`config.mk`:
```
export PLATFORM = sky130hd
export DESIGN_NAME = hsv_to_rgb_converter
export DESIGN_NICKNAME = d
export VERILOG_FILES = /design/src/hw/rtl/hsvc_pkg.sv /design/src/hw/rtl/hsvc_sector_stage.sv /design/src/hw/rtl/hsvc_product_stage.sv /design/src/hw/rtl/hsvc_divide_stage.sv /design/src/hw/rtl/hsvc_order_stage.sv /design/src/hw/rtl/hsv_to_rgb_converter.sv
export VERILOG_INCLUDE_DIRS = /design/src /design/src/hw/rtl
export SDC_FILE = /design/constraint.sdc
export NUM_CORES = 2
export LEC_CHECK = 0
export ABC_CLOCK_PERIOD_IN_PS = 22400
export BUFFER_PORTS_ARGS = -buffer_cell sky130_fd_sc_hd__buf_2
export CORE_ASPECT_RATIO = 0.75
export CORE_MARGIN = 2
export CORE_UTILIZATION = 45
export DETAILED_ROUTE_END_ITERATION = 10
export HOLD_SLACK_MARGIN = 0.08
export PLACE_DENSITY = 0.63
export SYNTH_ARGS = -nofsm -noshare
export SYNTH_HDL_FRONTEND = slang
export SYNTH_SLANG_ARGS = --single-unit
```
`constraint.sdc`:
```
create_clock -name aclk -period 22.4 [get_ports aclk]
set_input_delay 3.36 -clock aclk [delete_from_list [all_inputs] [get_ports aclk]]
set_output_delay 3.36 -clock aclk [all_outputs]
set_load 0.03 [all_outputs]
```
`src/hw/rtl/hsv_to_rgb_converter_assert.svh`:
```
// Assertion macros for the HSV to RGB converter.
// No dependencies; included by the top level only.
`ifndef HSV_TO_RGB_CONVERTER_ASSERT_SVH
`define HSV_TO_RGB_CONVERTER_ASSERT_SVH

// Same-cycle implication, disabled during reset.
`define HSVC_ASSERT_IMPL(label, clk, rstn, ante, cons) \
    label: assert property (@(posedge clk) disable iff (!(rstn)) (ante) |-> (cons)) \
        else $error("hsvc: same-cycle check failed");

// Next-cycle implication, disabled during reset.
`define HSVC_ASSERT_NEXT(label, clk, rstn, ante, cons) \
    label: assert property (@(posedge clk) disable iff (!(rstn)) (ante) |=> (cons)) \
        else $error("hsvc: next-cycle check failed");

`endif

```
`src/hw/rtl/hsvc_pkg.sv`:
```
// Shared types and constants for the HSV to RGB converter.
// No dependencies.
`default_nettype none

package hsvc_pkg;

    // Hue sector, 60 degrees each.
    typedef enum logic [2:0] {
        SEC_RED_YEL = 3'd0,
        SEC_YEL_GRN = 3'd1,
        SEC_GRN_CYN = 3'd2,
        SEC_CYN_BLU = 3'd3,
        SEC_BLU_MAG = 3'd4,
        SEC_MAG_RED = 3'd5
    } sector_t;

    localparam int NUM_SECTORS = 6;

    // p = floor(x / 255) for x < 2^16: x * ceil(2^24 / 255) >> 24
    localparam int P_DIV   = 255;
    localparam int P_SHIFT = 24;
    localparam int P_RECIP_W = 17;
    localparam longint unsigned P_RECIP_L = ((64'd1 << P_SHIFT) + P_DIV - 1) / P_DIV;
    localparam logic [P_RECIP_W-1:0] P_RECIP = P_RECIP_L[P_RECIP_W-1:0];

    // q, t: numerator is pre-shifted by the power-of-two factor of the
    // denominator, leaving a 20-bit value to divide by 3825.
    localparam int QSH_W   = 20;
    localparam int Q_DIV   = 3825;
    localparam int Q_SHIFT = 32;
    localparam int Q_RECIP_W = 21;
    localparam longint unsigned Q_RECIP_L = ((64'd1 << Q_SHIFT) + Q_DIV - 1) / Q_DIV;
    localparam logic [Q_RECIP_W-1:0] Q_RECIP = Q_RECIP_L[Q_RECIP_W-1:0];

    // Into the reciprocal stage.
    typedef struct packed {
        sector_t          sector;
        logic [7:0]       v;
        logic [7:0]       alpha;
        logic [7:0]       p;
        logic [QSH_W-1:0] qn;
        logic [QSH_W-1:0] tn;
    } quot_in_t;

    // Into the channel ordering stage.
    typedef struct packed {
        sector_t    sector;
        logic [7:0] v;
        logic [7:0] alpha;
        logic [7:0] p;
        logic [7:0] q;
        logic [7:0] t;
    } chan_t;

endpackage

`default_nettype wire

```
`src/hw/rtl/hsvc_sector_stage.sv`:
```
// Stage 1: hue wrap, sector and remainder within the sector.
// Depends on hsvc_pkg.
`default_nettype none

module hsvc_sector_stage
    import hsvc_pkg::*;
#(
    parameter int HUE_FRAC_BITS = 6,
    parameter int REM_W = 12
) (
    input  wire logic             aclk,
    input  wire logic             aresetn,
    input  wire logic             in_valid,
    output logic                  in_ready,
    input  wire logic [14:0]      hue,
    input  wire logic [7:0]       sat,
    input  wire logic [7:0]       val,
    input  wire logic [7:0]       alpha,
    output logic                  out_valid,
    input  wire logic             out_ready,
    output sector_t               sector,
    output logic [REM_W-1:0]      rem,
    output logic [7:0]            sat_o,
    output logic [7:0]            val_o,
    output logic [7:0]            alpha_o
);

    localparam int HUE_EXT_W = 17;
    localparam int SECT      = 60 << HUE_FRAC_BITS;
    localparam int HUE_FULL  = 360 << HUE_FRAC_BITS;

    logic [HUE_EXT_W-1:0] hue_ext;
    logic [HUE_EXT_W-1:0] base;
    sector_t              sector_next;
    logic                 valid_reg;
    sector_t              sector_reg;
    logic [REM_W-1:0]     rem_reg;
    logic [7:0]           sat_reg, val_reg, alpha_reg;

    always_comb begin
        hue_ext = {2'b00, hue};
        if (hue_ext >= HUE_EXT_W'(HUE_FULL)) begin
            hue_ext = '0;
        end
        sector_next = SEC_RED_YEL;
        base        = '0;
        // independent compares against the sector boundaries
        for (int k = 1; k < NUM_SECTORS; k++) begin
            if (hue_ext >= HUE_EXT_W'(k * SECT)) begin
                sector_next = sector_t'(3'(k));
                base        = HUE_EXT_W'(k * SECT);
            end
        end
    end

    assign in_ready = !valid_reg || out_ready;

    always_ff @(posedge aclk) begin
        if (!aresetn) begin
            valid_reg <= 1'b0;
        end else if (in_ready) begin
            valid_reg <= in_valid;
        end
    end

    always_ff @(posedge aclk) begin
        if (in_ready && in_valid) begin
            sector_reg <= sector_next;
            rem_reg    <= REM_W'(hue_ext - base);
            sat_reg    <= sat;
            val_reg    <= val;
            alpha_reg  <= alpha;
        end
    end

    assign out_valid = valid_reg;
    assign sector    = sector_reg;
    assign rem       = rem_reg;
    assign sat_o     = sat_reg;
    assign val_o     = val_reg;
    assign alpha_o   = alpha_reg;

endmodule

`default_nettype wire

```
`src/hw/rtl/hsvc_product_stage.sv`:
```
// Stages 2 and 3: saturation products, then brightness products and p.
// Depends on hsvc_pkg.
`default_nettype none

module hsvc_product_stage
    import hsvc_pkg::*;
#(
    parameter int HUE_FRAC_BITS = 6,
    parameter int REM_W = 12
) (
    input  wire logic             aclk,
    input  wire logic             aresetn,
    input  wire logic             in_valid,
    output logic                  in_ready,
    input  wire sector_t          sector,
    input  wire logic [REM_W-1:0] rem,
    input  wire logic [7:0]       sat,
    input  wire logic [7:0]       val,
    input  wire logic [7:0]       alpha,
    output logic                  out_valid,
    input  wire logic             out_ready,
    output quot_in_t              out_data
);

    localparam int SECT  = 60 << HUE_FRAC_BITS;
    localparam int DENOM = 255 * SECT;
    localparam int D_W   = $clog2(DENOM + 1);
    localparam int SP_W  = 8 + REM_W;
    localparam int QN_W  = 8 + D_W;
    localparam int PP_W  = 16 + P_RECIP_W;

    // stage 2
    logic             v2_reg;
    logic             rdy2;
    sector_t          sector2_reg;
    logic [7:0]       val2_reg, alpha2_reg;
    logic [SP_W-1:0]  srem_reg, stail_reg;
    logic [15:0]      pn_reg;

    // stage 3
    logic             v3_reg;
    logic             rdy3;
    quot_in_t         q3_reg;

    logic [D_W-1:0]   qdiff, tdiff;
    logic [QN_W-1:0]  qprod, tprod;
    logic [PP_W-1:0]  pprod;

    assign rdy3     = !v3_reg || out_ready;
    assign rdy2     = !v2_reg || rdy3;
    assign in_ready = rdy2;

    always_ff @(posedge aclk) begin
        if (!aresetn) begin
            v2_reg <= 1'b0;
            v3_reg <= 1'b0;
        end else begin
            if (rdy2) begin
                v2_reg <= in_valid;
            end
            if (rdy3) begin
                v3_reg <= v2_reg;
            end
        end
    end

    always_ff @(posedge aclk) begin
        if (rdy2 && in_valid) begin
            sector2_reg <= sector;
            val2_reg    <= val;
            alpha2_reg  <= alpha;
            srem_reg    <= SP_W'(sat) * SP_W'(rem);
            stail_reg   <= SP_W'(sat) * SP_W'(REM_W'(SECT) - rem);
            pn_reg      <= 16'(val) * 16'(8'd255 - sat);
        end
    end

    always_comb begin
        qdiff = D_W'(DENOM) - D_W'(srem_reg);
        tdiff = D_W'(DENOM) - D_W'(stail_reg);
        qprod = QN_W'(val2_reg) * QN_W'(qdiff);
        tprod = QN_W'(val2_reg) * QN_W'(tdiff);
        pprod = PP_W'(pn_reg) * PP_W'(P_RECIP);
    end

    always_ff @(posedge aclk) begin
        if (rdy3 && v2_reg) begin
            q3_reg.sector <= sector2_reg;
            q3_reg.v      <= val2_reg;
            q3_reg.alpha  <= alpha2_reg;
            q3_reg.p      <= pprod[P_SHIFT +: 8];
            // strip the 2^(frac+2) factor of the denominator
            q3_reg.qn     <= qprod[HUE_FRAC_BITS+2 +: QSH_W];
            q3_reg.tn     <= tprod[HUE_FRAC_BITS+2 +: QSH_W];
        end
    end

    assign out_valid = v3_reg;
    assign out_data  = q3_reg;

endmodule

`default_nettype wire

```
`src/hw/rtl/hsvc_divide_stage.sv`:
```
// Stage 4: q and t by reciprocal multiplication with 3825.
// Depends on hsvc_pkg.
`default_nettype none

module hsvc_divide_stage
    import hsvc_pkg::*;
(
    input  wire logic     aclk,
    input  wire logic     aresetn,
    input  wire logic     in_valid,
    output logic          in_ready,
    input  wire quot_in_t in_data,
    output logic          out_valid,
    input  wire logic     out_ready,
    output chan_t         out_data
);

    localparam int QP_W = QSH_W + Q_RECIP_W;

    logic        valid_reg;
    chan_t       data_reg;
    logic [QP_W-1:0] qprod, tprod;

    assign qprod    = QP_W'(in_data.qn) * QP_W'(Q_RECIP);
    assign tprod    = QP_W'(in_data.tn) * QP_W'(Q_RECIP);
    assign in_ready = !valid_reg || out_ready;

    always_ff @(posedge aclk) begin
        if (!aresetn) begin
            valid_reg <= 1'b0;
        end else if (in_ready) begin
            valid_reg <= in_valid;
        end
    end

    always_ff @(posedge aclk) begin
        if (in_ready && in_valid) begin
            data_reg.sector <= in_data.sector;
            data_reg.v      <= in_data.v;
            data_reg.alpha  <= in_data.alpha;
            data_reg.p      <= in_data.p;
            data_reg.q      <= qprod[Q_SHIFT +: 8];
            data_reg.t      <= tprod[Q_SHIFT +: 8];
        end
    end

    assign out_valid = valid_reg;
    assign out_data  = data_reg;

endmodule

`default_nettype wire

```
`src/hw/rtl/hsvc_order_stage.sv`:
```
// Stage 5: sector ordering of v, p, q, t onto RGB; output register.
// Depends on hsvc_pkg.
`default_nettype none

module hsvc_order_stage
    import hsvc_pkg::*;
(
    input  wire logic  aclk,
    input  wire logic  aresetn,
    input  wire logic  in_valid,
    output logic       in_ready,
    input  wire chan_t in_data,
    output logic       out_valid,
    input  wire logic  out_ready,
    output logic [7:0] red,
    output logic [7:0] green,
    output logic [7:0] blue,
    output logic [7:0] alpha
);

    logic       valid_reg;
    logic [7:0] red_reg, green_reg, blue_reg, alpha_reg;
    logic [7:0] red_next, green_next, blue_next;

    always_comb begin
        case (in_data.sector)
            SEC_RED_YEL: begin
                red_next = in_data.v; green_next = in_data.t; blue_next = in_data.p;
            end
            SEC_YEL_GRN: begin
                red_next = in_data.q; green_next = in_data.v; blue_next = in_data.p;
            end
            SEC_GRN_CYN: begin
                red_next = in_data.p; green_next = in_data.v; blue_next = in_data.t;
            end
            SEC_CYN_BLU: begin
                red_next = in_data.p; green_next = in_data.q; blue_next = in_data.v;
            end
            SEC_BLU_MAG: begin
                red_next = in_data.t; green_next = in_data.p; blue_next = in_data.v;
            end
            default: begin
                red_next = in_data.v; green_next = in_data.p; blue_next = in_data.q;
            end
        endcase
    end

    assign in_ready = !valid_reg || out_ready;

    always_ff @(posedge aclk) begin
        if (!aresetn) begin
            valid_reg <= 1'b0;
        end else if (in_ready) begin
            valid_reg <= in_valid;
        end
    end

    always_ff @(posedge aclk) begin
        if (in_ready && in_valid) begin
            red_reg   <= red_next;
            green_reg <= green_next;
            blue_reg  <= blue_next;
            alpha_reg <= in_data.alpha;
        end
    end

    assign out_valid = valid_reg;
    assign red       = red_reg;
    assign green     = green_reg;
    assign blue      = blue_reg;
    assign alpha     = alpha_reg;

endmodule

`default_nettype wire

```
`src/hw/rtl/hsv_to_rgb_converter.sv`:
```
// Top level of the HSV to RGB converter: five-stage pipeline.
// Depends on hsvc_pkg, the hsvc_* stage modules and the assertion header.
//
//   Channel | Direction | Handshake          | Payload
//   --------+-----------+--------------------+-----------------------------------------
//   s_      | in        | s_valid / s_ready  | hue[15], saturation, brightness, alpha_in
//   m_      | out       | m_valid / m_ready  | red, green, blue, alpha_out
//
// One pixel per clock sustained while m_ready stays high; a result is registered in
// every stage in turn, the last being the output register.
// Stages: sector compare, saturation products, brightness products (with p),
// reciprocal divide for q and t, sector ordering into the output register.
// Each stage has its own valid bit; ready ripples back stage by stage, so
// bubbles close up while the output is stalled and nothing is dropped or repeated.
// Synchronous active-low reset clears the valid bits only.
`default_nettype none

`include "hsv_to_rgb_converter_assert.svh"

module hsv_to_rgb_converter
    import hsvc_pkg::*;
#(
    parameter int HUE_FRAC_BITS = 6
) (
    input  wire logic        aclk,
    input  wire logic        aresetn,
    input  wire logic        s_valid,
    output logic             s_ready,
    input  wire logic [14:0] s_hue,
    input  wire logic [7:0]  s_saturation,
    input  wire logic [7:0]  s_brightness,
    input  wire logic [7:0]  s_alpha_in,
    output logic             m_valid,
    input  wire logic        m_ready,
    output logic [7:0]       m_red,
    output logic [7:0]       m_green,
    output logic [7:0]       m_blue,
    output logic [7:0]       m_alpha_out
);

    // Remainder within a sector runs 0 .. (60 << frac) - 1.
    localparam int REM_W = $clog2(60 << HUE_FRAC_BITS);

    // stage 1 -> 2
    logic             sec_valid, sec_ready;
    sector_t          sec_sector;
    logic [REM_W-1:0] sec_rem;
    logic [7:0]       sec_sat, sec_val, sec_alpha;

    // stage 3 -> 4
    logic             prod_valid, prod_ready;
    quot_in_t         prod_data;

    // stage 4 -> 5
    logic             div_valid, div_ready;
    chan_t            div_data;

    hsvc_sector_stage #(
        .HUE_FRAC_BITS (HUE_FRAC_BITS),
        .REM_W         (REM_W)
    ) u_sector (
        .aclk      (aclk),
        .aresetn   (aresetn),
        .in_valid  (s_valid),
        .in_ready  (s_ready),
        .hue       (s_hue),
        .sat       (s_saturation),
        .val       (s_brightness),
        .alpha     (s_alpha_in),
        .out_valid (sec_valid),
        .out_ready (sec_ready),
        .sector    (sec_sector),
        .rem       (sec_rem),
        .sat_o     (sec_sat),
        .val_o     (sec_val),
        .alpha_o   (sec_alpha)
    );

    // two register stages inside: s*rem products and v*(255 - s), then v*(D - ...) and p
    hsvc_product_stage #(
        .HUE_FRAC_BITS (HUE_FRAC_BITS),
        .REM_W         (REM_W)
    ) u_product (
        .aclk      (aclk),
        .aresetn   (aresetn),
        .in_valid  (sec_valid),
        .in_ready  (sec_ready),
        .sector    (sec_sector),
        .rem       (sec_rem),
        .sat       (sec_sat),
        .val       (sec_val),
        .alpha     (sec_alpha),
        .out_valid (prod_valid),
        .out_ready (prod_ready),
        .out_data  (prod_data)
    );

    hsvc_divide_stage u_divide (
        .aclk      (aclk),
        .aresetn   (aresetn),
        .in_valid  (prod_valid),
        .in_ready  (prod_ready),
        .in_data   (prod_data),
        .out_valid (div_valid),
        .out_ready (div_ready),
        .out_data  (div_data)
    );

    hsvc_order_stage u_order (
        .aclk      (aclk),
        .aresetn   (aresetn),
        .in_valid  (div_valid),
        .in_ready  (div_ready),
        .in_data   (div_data),
        .out_valid (m_valid),
        .out_ready (m_ready),
        .red       (m_red),
        .green     (m_green),
        .blue      (m_blue),
        .alpha     (m_alpha_out)
    );

    // Input is refused only with every visible stage boundary holding a pixel.
    `HSVC_ASSERT_IMPL(a_stall_only_when_full, aclk, aresetn, !s_ready,
                      sec_valid && prod_valid && div_valid && m_valid)
    // An input transfer always lands in the first stage.
    `HSVC_ASSERT_NEXT(a_accept_lands, aclk, aresetn, s_valid && s_ready, sec_valid)
    // A result taken with nothing behind it leaves the output empty.
    `HSVC_ASSERT_NEXT(a_no_invented_result, aclk, aresetn,
                      m_valid && m_ready && !div_valid, !m_valid)

endmodule

`default_nettype wire

```
After elaboration in Yosys (flattened, before gate mapping)
Index checks and enable logic that the tools add are counted.
{"block": "word_totals", "ff_bits": 261, "input_bits": 43, "output_inout_bits": 34, "word_cells": 90}
{"block": "op_classes", "add_sub_neg": 5, "mul": 8, "magnitude_cmp": 6, "n_eq_ne": 4, "muxes": 13, "n_reduce_logical": 21}
{"operator": "multiplier 20 x 19 -> 38 bit, second input constant", "n": 2}
{"operator": "case mux 8 bit (3 select lines)", "n": 3}
{"operator": "two-way mux 12 bit", "n": 5}
{"operator": "multiplier 8 x 20 -> 28 bit", "n": 2}
{"operator": "subtractor 20 bit, first input constant", "n": 2}
{"operator": "multiplier 16 x 16 -> 31 bit, second input constant", "n": 1}
{"operator": "greater-or-equal comparator 15 x 14 -> 1 bit, second input constant", "n": 2}
{"operator": "greater-or-equal comparator 15 bit, second input constant", "n": 2}
{"operator": "multiplier 8 x 12 -> 20 bit", "n": 1}
{"operator": "multiplier 8 x 20 -> 20 bit", "n": 1}
{"operator": "multiplier 8 x 16 -> 16 bit", "n": 1}
{"operator": "greater-or-equal comparator 15 x 12 -> 1 bit, second input constant", "n": 1}
{"operator": "greater-or-equal comparator 15 x 13 -> 1 bit, second input constant", "n": 1}
{"operator": "two-way mux 15 bit", "n": 1}
{"operator": "subtractor 12 x 12 -> 13 bit, first input constant", "n": 1}
{"operator": "subtractor 12 bit", "n": 1}
{"operator": "OR reduction 2 bit", "n": 5}
{"operator": "subtractor 8 x 8 -> 9 bit, first input constant", "n": 1}
{"operator": "equality test 3 x 2 -> 1 bit, second input constant", "n": 2}
{"operator": "logical AND 1 bit", "n": 5}
{"operator": "logical NOT 1 bit", "n": 5}
{"operator": "logical OR 1 bit", "n": 5}
{"operator": "two-way mux 2 bit", "n": 2}
{"operator": "equality test 3 x 1 -> 1 bit, second input constant", "n": 1}
{"operator": "other kinds (3)", "n": 4}

Depth between registers and ports, before layout
{"block": "logic_depth", "ltp_word": 9, "depth_mapped": 28, "ltp_nobuf": 27}

By module
A second synthesis with hierarchy kept.
{"block": "hier_totals", "cells_unflattened": 3842, "hier_area_um2": 38923.6}
{"module": "hsvc_product_stage", "instances": 1, "cells_per_inst": 2484, "area_per_inst_um2": 24496.0, "seq_area_each_um2": 4274.1}
{"module": "hsvc_divide_stage", "instances": 1, "cells_per_inst": 1098, "area_per_inst_um2": 10939.2, "seq_area_each_um2": 1311.3}
{"module": "hsvc_order_stage", "instances": 1, "cells_per_inst": 153, "area_per_inst_um2": 1869.3, "seq_area_each_um2": 980.9}
{"module": "hsvc_sector_stage", "instances": 1, "cells_per_inst": 107, "area_per_inst_um2": 1619.1, "seq_area_each_um2": 1191.1}

Worst setup path before layout
OpenSTA, ideal clock, no wires.
{"block": "synth_timing", "path_type": "input -> register", "start": "input m_ready", "end": "register u_product.alpha2_reg[0] (enable)", "setup_time_ps": 619, "arrival_time_ps": 9130, "required_time_ps": 21781, "setup_slack_ps": 12651, "path_stages": 4, "n_path_buf": 1, "path_cell_list": "nor2b_1 and3_1 clkbuf_1 a21boi_0"}
{"block": "synth_via", "elab_chain_cells": 5}
{"element": "start: declaration", "line": "hsv_to_rgb_converter.sv:34", "rtl": "input wire logic m_ready,"}
{"element": "logical OR 1 bit", "line": "hsvc_order_stage.sv:48", "rtl": "assign in_ready = !valid_reg || out_ready;"}
{"element": "logical OR 1 bit", "line": "hsvc_divide_stage.sv:26", "rtl": "assign in_ready = !valid_reg || out_ready;"}
{"element": "logical OR 1 bit", "line": "hsvc_product_stage.sv:49", "rtl": "assign rdy3 = !v3_reg || out_ready;"}
{"element": "logical OR 1 bit", "line": "hsvc_product_stage.sv:50", "rtl": "assign rdy2 = !v2_reg || rdy3;"}
{"element": "logical AND 1 bit", "line": "hsvc_product_stage.sv:68", "rtl": "if (rdy2 && in_valid) begin"}
{"element": "end signal: assignment", "line": "hsvc_product_stage.sv:71", "rtl": "alpha2_reg <= alpha;"}
{"element": "end: declaration", "line": "hsvc_product_stage.sv:36", "rtl": "logic [7:0] val2_reg, alpha2_reg;"}
No other way between the ends.
A chain may end at the register's enable or synchronous reset.

Worst setup path in the final report
{"block": "layout_timing", "start": "input m_ready", "end": "output s_ready"}
{"block": "layout_via", "elab_chain_cells": 5}
{"element": "logical OR 1 bit", "line": "hsvc_order_stage.sv:48"}
{"element": "logical OR 1 bit", "line": "hsvc_divide_stage.sv:26"}
{"element": "logical OR 1 bit", "line": "hsvc_product_stage.sv:49"}
{"element": "logical OR 1 bit", "line": "hsvc_product_stage.sv:50"}
{"element": "logical OR 1 bit", "line": "hsvc_sector_stage.sv:56", "rtl": "assign in_ready = !valid_reg || out_ready;"}
{"element": "end: declaration", "line": "hsv_to_rgb_converter.sv:28", "rtl": "output logic s_ready,"}
No other way between the ends.

==> flow_metrics.py <==
metrics = {
    "timing": {
        "final_max_slew_viol_count": 0,
        "finalSetupViolCount": 0,
        "slew_headroom": 0.272,
        "tightest_slew_ns": 1.09,
        "rsz0062_at_grt": "no",
        "final-hold-violation-count": 0,
        "max_freq_ghz": 0.124,
        "fin_setup_tns_ns": 0,
        "fin_skew_ns": 0.0268,
        "fin_crit_sh": 0.359,
        "fin_crit_ns": 8.04,
    },
    "critical_path": {
        "start_kind": "input port",
        "crit_chain": "buf_2 -> nor2b_1 -> and3_1 -> nand3_1 -> buf_2",
        "cp-end-kind": "output pin",
        "crit_fanout": 6,
        "cp.required_ns": 19.04,
        "cp_top_family": "simple AND/OR/NAND/NOR gates",
        "cp_common_cell": "buf_2",
        "rrSetupSlack_ns": 15.29,
        "cp.buffers_inverters": 2,
        "slowest_delay_ns": 0.50,
        "path_class": "input port to output pin",
        "arrival_ns": 4.68,
        "slowest_stage": "and3_1",
    },
    "logic_synthesis": {
        "synth_seq_cells": 260,
        "seq_area_frac_synth": 0.207,
        "synthArstFlopShare": 0,
        "synth_ff_type": "edfxtp_1",
        "synthCells": 3669,
        "yosysTopAreaCell": "fa_1",
        "yosysWarnings": 0,
        "ys_types": 67,
        "synthTopCellsByArea": "fa_1, edfxtp_1, ha_1",
        "synth.net_count": 4828,
        "netlist_area_sq_um": 37500,
        "netlist.area_leader.share": 0.282,
        "synth_edf_count": 255,
        "avgSynthCellArea_sq_um": 10.2,
    },
    "global_routing": {
        "grt_antenna_before_repair": 1,
        "track_usage": 0.188,
        "grt_pass1_vias": 24900,
        "grt_start_max_net_pins": 67,
        "overflow": 0,
        "grt_pass1_wl_mm": 129,
    },
    "clock_network": {
        "clockBufferDepth": 3,
        "clockRootBuffer": "clkbuf_16",
        "numCtsBuffers": 29,
        "cts.sinks": 260,
        "cts_tree": "done",
        "cts.htree.levels": 1,
        "clk_latency_ns": 0.62,
        "postCtsSetupBuffers": 0,
        "ctsResizeCount": 0,
        "clk_pin_slew_ns": 0.07,
        "cts_hold_buf": 0,
    },
    "place": {
        "routabilityCongestion": 0.835,
        "port-buffer-count": 76,
        "hpwl_mm": 60.8,
    },
    "detailed_routing": {
        "met3_length_mm": 3.50,
        "post_drt_wl_per_cell_um": 15.7,
        "drc": 0,
        "routed_wl_mm": 76.2,
        "antenna_left": 0,
        "via_count": 24000,
        "wl_met1_mm": 40.3,
        "vias_per_cell": 4.94,
        "highest_layer": "met4",
        "route.met2.wl_mm": 31.6,
        "drt_pass1_iterations": 5,
        "drt_iter0_drc": 1168,
    },
    "final_layout": {
        "largest_reg_flops": 67,
        "syn_to_final_growth_pct": 7.21,
        "nets": 4876,
        "fillers": 7687,
        "drive_gt1_frac": 0.0468,
        "antenna_cells": 0,
    },
    "floorplan": {
        "core_area_sq_um": 82400,
        "start_util": 0.455,
        "die_h_um": 254,
        "die_w_um": 337,
        "ios": 77,
        "die_area_sq_um": 85800,
        "rows": 91,
    },
    "worst_hold_path": {
        "hold_path.class": "flip-flop to flip-flop",
    },
    "job": {
        "drv_cap": 0,
    },
    "outcome": {
        "status": "finished clean",
    },
}
-- Yosys cell counts, drive strengths merged (5+ instances only) --
cell type / instances
nor2: 97
fa: 528
dfxtp: 5
a211oi: 14
o21bai: 10
nand2b: 49
mux2i: 32
a21o: 31
xor2: 47
clkbuf: 83
nor2b: 116
a31oi: 8
nand2: 245
a21boi: 11
a21oi: 74
nor4: 5
o211a: 9
and2: 285
nand4: 14
and3: 18
o21ai: 42
or3: 15
o211ai: 9
o21a: 25
or4: 5
ha: 588
xnor2: 98
edfxtp: 255
nand3: 40
nor3: 40
inv: 810
-- per-layer routing --
layer,global-route usage,vias to the layer above
li1,-,11700
met1,0.292,11900
met2,0.283,332
met3,0.0272,50
met4,0.0225,0
met5,0,-
-- cells by family (layout without fill, tap and decap cells) --
logic type,after synthesis,after routing,synth area share
flops,260,260,0.207
fa+ha+maj,1116,1116,0.478
buf+inv,895,966,0.0895
compound gates,274,274,0.0494
xor+xnor,145,145,0.0344
simple gates,947,947,0.134
mux,32,32,0.00853
-- metrics by stage --
step / utilization / setup WS (ns) / hold WS, ns / area, sq um / instances
after global routing: 0.488 / 14.29 / 0.420 / 40200 / 4856
after detailed placement: 0.476 / 14.38 / 0.405 / 39200 / 4802
after floorplan: - / 12.65 / 0.400 / 37500 / 3669
after CTS: 0.488 / 14.37 / 0.418 / 40200 / 4856
final: 0.488 / 14.36 / 0.417 / 40200 / 4856
after global placement: 0.476 / 14.42 / 0.400 / 39200 / 4802
-- worst reg2reg max path, stage by stage, from the launching register on --
cell and delay [ns]:
edfxtp_1 0.42, nor4_1 0.38, nand2b_1 0.15, o41ai_1 0.52, nand2_1 0.13, xor2_1 0.59
and2_1 0.25, fa_1 0.44, fa_1 0.48, fa_1 0.54, inv_1 0.05, fa_1 0.53
inv_1 0.04, ha_1 0.33, o21a_1 0.18, o21ai_0 0.36, or3_1 0.18, a21oi_1 0.05
or2_2 0.35, a221oi_1 0.41, a21oi_1 0.18, a21oi_1 0.21, xnor2_1 0.08
-- path summary, 6_finish.rpt --
kind,depth (start not counted),endpoint,startpoint
setup / recovery,5,s_ready,m_ready
hold / removal,0,u_divide.out_data[32],u_product.out_data[56]
setup reg to reg,22,u_product.out_data[39],u_product.srem_reg[3]
hold reg to reg,0,u_divide.out_data[32],u_product.out_data[56]
-- area by class of cell --
class	instances	area (sq um)	share of cell area
multi-input combinational	2514	26500	0.658
sequential	260	7760	0.193
inverter	810	3040	0.0756
tap	1116	1400	0.0347
clock buffer	31	743	0.0185
timing repair buffer	102	576	0.0143
clock inverter	23	263	0.00653
-- placed cells by master (no fill, tap or decap), types with 17 or more instances in the layout --
cell type and n:
and2_1 285, nand2_1 245, fa_1 528, nor3_1 40, xnor2_1 96, nand3_1 40, o21ai_0 39, mux2i_1 32
ha_1 588, and3_1 17, nor2b_1 114, a21o_1 31, inv_1 810, nor2_1 97, buf_4 26, o21a_1 25
a21oi_1 74, buf_2 76, edfxtp_1 255, nand2b_1 49, xor2_1 46, clkbuf_16 29
Power is not shown: default switching activity piles up to over one toggle a cycle in this logic, so the estimate is an artifact.
